`src/hdl/hwt_pkg.sv`:
```
// Shared types, constants and helper functions of the handle table.
`default_nettype none

package hwt_pkg;

	// Table geometry.
	localparam int ENTRIES = 64;
	localparam int SLOT_W  = $clog2(ENTRIES);

	// Request queue between the front and the back.
	localparam int QUEUE_DEPTH = 2;
	localparam int QPTR_W      = $clog2(QUEUE_DEPTH);

	// Mode codes on the request port.
	localparam logic [2:0] MODE_CREATE  = 3'd0;
	localparam logic [2:0] MODE_LOOKUP  = 3'd1;
	localparam logic [2:0] MODE_CLOSE   = 3'd2;
	localparam logic [2:0] MODE_DISOWN  = 3'd3;
	localparam logic [2:0] MODE_CLEAR   = 3'd4;

	typedef logic [SLOT_W-1:0]  slot_t;
	typedef logic [ENTRIES-1:0] slot_mask_t;

	typedef enum logic [2:0] {
		OP_CREATE,
		OP_LOOKUP,
		OP_CLOSE,
		OP_DISOWN,
		OP_CLEAR,
		OP_BAD
	} hwt_op_t;

	typedef enum logic [1:0] {
		BK_IDLE,
		BK_READ,
		BK_CLR,
		BK_CLR_EMIT
	} hwt_bstate_t;

	// A request after the front has classified it.
	typedef struct packed {
		hwt_op_t     op;
		logic        in_range;
		slot_t       slot;
		logic [7:0]  kind;
		logic [31:0] rights;
		logic [63:0] object_tag;
		logic        owns;
		logic [31:0] required_rights;
	} hwt_req_t;

	// Payload kept in the table memory for each slot.
	typedef struct packed {
		logic [7:0]  kind;
		logic [31:0] rights;
		logic [63:0] object_tag;
	} hwt_entry_t;

	// One result as it leaves the back.
	typedef struct packed {
		logic        ok;
		logic [5:0]  handle_out;
		logic [7:0]  kind_out;
		logic [31:0] rights_out;
		logic [63:0] object_out;
		logic        release_valid;
		logic [7:0]  release_kind;
		logic [63:0] release_object;
		logic        free_slot_available;
		logic        last;
	} hwt_res_t;

	// Priority encoder: index of the lowest set bit, zero when none is set.
	function automatic slot_t first_set(slot_mask_t v);
		slot_t idx;
		idx = '0;
		for (int i = ENTRIES - 1; i >= 0; i--) begin
			if (v[i]) begin
				idx = slot_t'(i);
			end
		end
		return idx;
	endfunction

	// Mask of all slots at or above s.
	function automatic slot_mask_t at_or_above(slot_t s);
		return ~((slot_mask_t'(1) << s) - slot_mask_t'(1));
	endfunction

endpackage

`default_nettype wire

```
`src/hdl/hwt_queue.sv`:
```
// Short request queue that decouples the front from the back.
`default_nettype none

module hwt_queue (
	input  wire logic               clk,
	input  wire logic               arst_n,
	input  wire logic               push,
	input  wire hwt_pkg::hwt_req_t  push_data,
	output logic                    full,
	input  wire logic               pop,
	output logic                    head_valid,
	output hwt_pkg::hwt_req_t       head
);

	hwt_pkg::hwt_req_t                slots_q [hwt_pkg::QUEUE_DEPTH];
	logic [hwt_pkg::QPTR_W-1:0]       wr_ptr_q;
	logic [hwt_pkg::QPTR_W-1:0]       rd_ptr_q;
	logic [hwt_pkg::QPTR_W:0]         count_q;

	assign full       = (count_q == (hwt_pkg::QPTR_W + 1)'(hwt_pkg::QUEUE_DEPTH));
	assign head_valid = (count_q != '0);
	assign head       = slots_q[rd_ptr_q];

	always_ff @(posedge clk or negedge arst_n) begin
		if (!arst_n) begin
			wr_ptr_q <= '0;
			rd_ptr_q <= '0;
			count_q  <= '0;
		end else begin
			if (push) begin
				wr_ptr_q <= (wr_ptr_q == hwt_pkg::QPTR_W'(hwt_pkg::QUEUE_DEPTH - 1)) ?
					'0 : wr_ptr_q + 1'b1;
			end
			if (pop) begin
				rd_ptr_q <= (rd_ptr_q == hwt_pkg::QPTR_W'(hwt_pkg::QUEUE_DEPTH - 1)) ?
					'0 : rd_ptr_q + 1'b1;
			end
			if (push && !pop) begin
				count_q <= count_q + 1'b1;
			end else if (pop && !push) begin
				count_q <= count_q - 1'b1;
			end
		end
	end

	always_ff @(posedge clk) begin
		if (push) begin
			slots_q[wr_ptr_q] <= push_data;
		end
	end

endmodule

`default_nettype wire

```
`config.mk`:
```
export PLATFORM = sky130hd
export DESIGN_NAME = hwt_queue
export DESIGN_NICKNAME = d
export VERILOG_FILES = /design/src/hdl/hwt_pkg.sv /design/src/hdl/hwt_queue.sv
export SDC_FILE = /design/constraint.sdc
export NUM_CORES = 1
export LEC_CHECK = 0
export ABC_AREA = 1
export BUFFER_PORTS_ARGS = -buffer_cell sky130_fd_sc_hd__buf_2
export CAP_MARGIN = 20
export CORE_MARGIN = 8
export CORE_UTILIZATION = 50
export DETAILED_ROUTE_END_ITERATION = 12
export PLACE_DENSITY = 0.82
export SLEW_MARGIN = 20
export SYNTH_ARGS = -nofsm -noshare
export SYNTH_HDL_FRONTEND = slang
export SYNTH_SLANG_ARGS = --single-unit
```
`constraint.sdc`:
```
create_clock -name clk -period 9.6 [get_ports clk]
set_input_delay 0.96 -clock clk [delete_from_list [all_inputs] [get_ports clk]]
set_output_delay 0.96 -clock clk [all_outputs]
set_load 0.1 [all_outputs]
```
==> reports/qor.yml <==
yosys-top-cells-area: "edfxtp_1, mux2_2, buf_6, dfrtp_1, inv_1"
drtIter0Drc: 343
rsz0062_at_grt: "no"
critPathLaunchType: "register"
syn_to_final_growth_pct: 25.2
reg2reg_to: "slots_q[1][129]$_DFFE_PP_"
cp_slowest_cell: "dfrtp_4"
synth_common_cells: "edfxtp_1, mux2_2, buf_6, inv_1, nand2_1"
synth_top_area_share_pct: 81.4
crit_buf_inv: 2
ctsLongestPathBuffers: 3
gr-usage-all-layers_pct: 16.0
clk_latency_ns: 0.53
design_area_sq_um: 13600
worstPathCellList: "buf_6 > mux2_2 > buf_2"
cts_inserted_buffers: 29
wl_per_cell_um: 20.2
ctsHoldBuffers: 0
synth_most_common_cell: "edfxtp_1"
crit_path_max_incr_delay_ns: 1.00
fin_crit_sh_pct: 42.6
hold_path.class: "input pin to async pin"
synth_area_sq_um: 10900
n_fill_cell: 1506
setup_viol: 0
post_cts_buffers: 0
final.setup_skew_ns: 0.0119
fp.dieW_um: 163
start_util_pct: 50.3
io_pins: 300
yosys_register_bits: 298
htreeDepth: 1
seq_area_frac_synth_pct: 82.3
synthArstFlopShare_pct: 1.34
grt-ovfl-total: 0
grt_max_degree: 85
status: "finished clean"
grt_pass1_vias: 6018
cts_tree: "done"
worst-path-max-fanout: 84
post_dp_cell_area_sq_um: 12600
grt_pass1_wl_um: 33200
synth.avg_cell_area_sq_um: 22.5
yosysTopAreaCell: "edfxtp_1"
crit_path_start: "rd_ptr_q$_DFFE_PN0P_"
synth_fp_nets: 634
cap_violations: 0
period_needed_ns: 4.09
synthFlopType: "edfxtp_1"
crit_required_ns: 8.64
synthCells: 482
drc: 0
place_congestion: 0.754
clock_sinks: 298
cts_resized: 0
antenna_found_initial: 3
worst_ep_arrival_time_ns: 3.13
io_buffer_count: 299
hold_slack_ns: 0.230
synth_edf_count: 294
post_drt_via_cell_ratio: 4.98
vias: 5493
fin_setup_tns_ns: 0
drt_wl_total_um: 22300
worst_r2r_startpoint: "wr_ptr_q$_DFFE_PN0P_"
firstDrtPassIters: 4
hold_violations: 0
die_height_um: 163
cts-root-buf: "clkbuf_16"
synth_cell_type_count: 14
clkTransAtPathRegs_ns: 0.06
end_kind: "output port"
nets: 952
path_class: "register to output port"
r2r_cells: 3
drive_gt1_share_pct: 60.0
worst_pin_slew_ns: 1.03
rows: 54
yosys_warnings: 0
max_slew_margin_pct: 31.4
antenna_left: 0
core_sq_um: 21600
ff2ff_setup_slack_ns: 7.17
dp_hpwl_um: 15100
die-area_sq_um: 26700
drv_slew: 0
cp_top_family: "buffers and inverters"
clock.fmax_mhz: 245
-- cell usage in the layout (no fill, tap or decap), types with 2 or more instances in the layout --
cell type	n
bufinv_16	6
buf_4	3
inv_6	3
buf_2	299
edfxtp_1	294
inv_1	6
dfrtp_1	3
nand2_1	6
xor2_1	2
clkbuf_16	29
clkinv_1	10
clkbuf_1	3
clkinv_2	4
mux2_2	147
-- area by class of cell --
type                       count  area [sq um]  share of cell area (%)
clock inverter                22           255                    1.88
tap                          280           350                    2.58
timing repair buffer         303          1530                    11.3
inverter                       7          31.3                   0.230
multi-input combinational    161          1740                    12.8
antenna                        1          2.50                  0.0184
clock buffer                  32           737                    5.43
sequential                   298          8930                    65.8
-- worst max-delay path by stage --
stage | endpoint | slack, ns | depth (start not counted)
after global placement | head[117] | 5.73 | 3
after detailed placement | head[117] | 5.73 | 3
final | head[126] | 5.51 | 3
after CTS | head[117] | 5.15 | 3
after global routing | head[117] | 5.33 | 3
after floorplan | slots_q[0][0]$_DFFE_PP_ | 1.79 | 2
-- sequential cells by signal (all words and copies together), names as in the netlist --
signal / flops
rd_ptr_q: 1
count_q: 2
wr_ptr_q: 1
slots_q: 294
-- per-layer routing --
layer	routed length [um]	vias up	global-route usage [%]
met1	8690	2703	18.5
met4	330	6	4.00
met5	39	-	0
li1	-	2555	-
met3	1910	34	5.49
met2	11400	195	27.9
-- worst reg2reg max path, stage by stage, from the launching register on --
cell     delay, ns
dfrtp_1       0.43
nand2_1       0.14
inv_6         0.50
buf_4         0.92
-- cells by family (layout without fill, tap and decap cells) --
group | count (synthesis) | after routing | share of synthesized area [%]
fa+ha+maj | 1 | 1 | 0.115
xor+xnor | 3 | 3 | 0.242
mux | 147 | 147 | 15.3
flops | 298 | 298 | 82.3
simple gates | 10 | 10 | 0.381
buf+inv | 23 | 364 | 1.72
other cells | 0 | 1 | 0
-- metrics by stage --
step	setup WS (ns)	util [%]	instances
after floorplan	1.79	-	482
after global placement	5.73	58.4	1049
after detailed placement	5.73	58.4	1049
after CTS	5.15	63.0	1103
after global routing	5.33	63.0	1103
final	5.51	63.0	1104
Power is left out: the tool's default activity adds up to more than one toggle a clock period on the data nets, which glitch-free logic cannot reach.
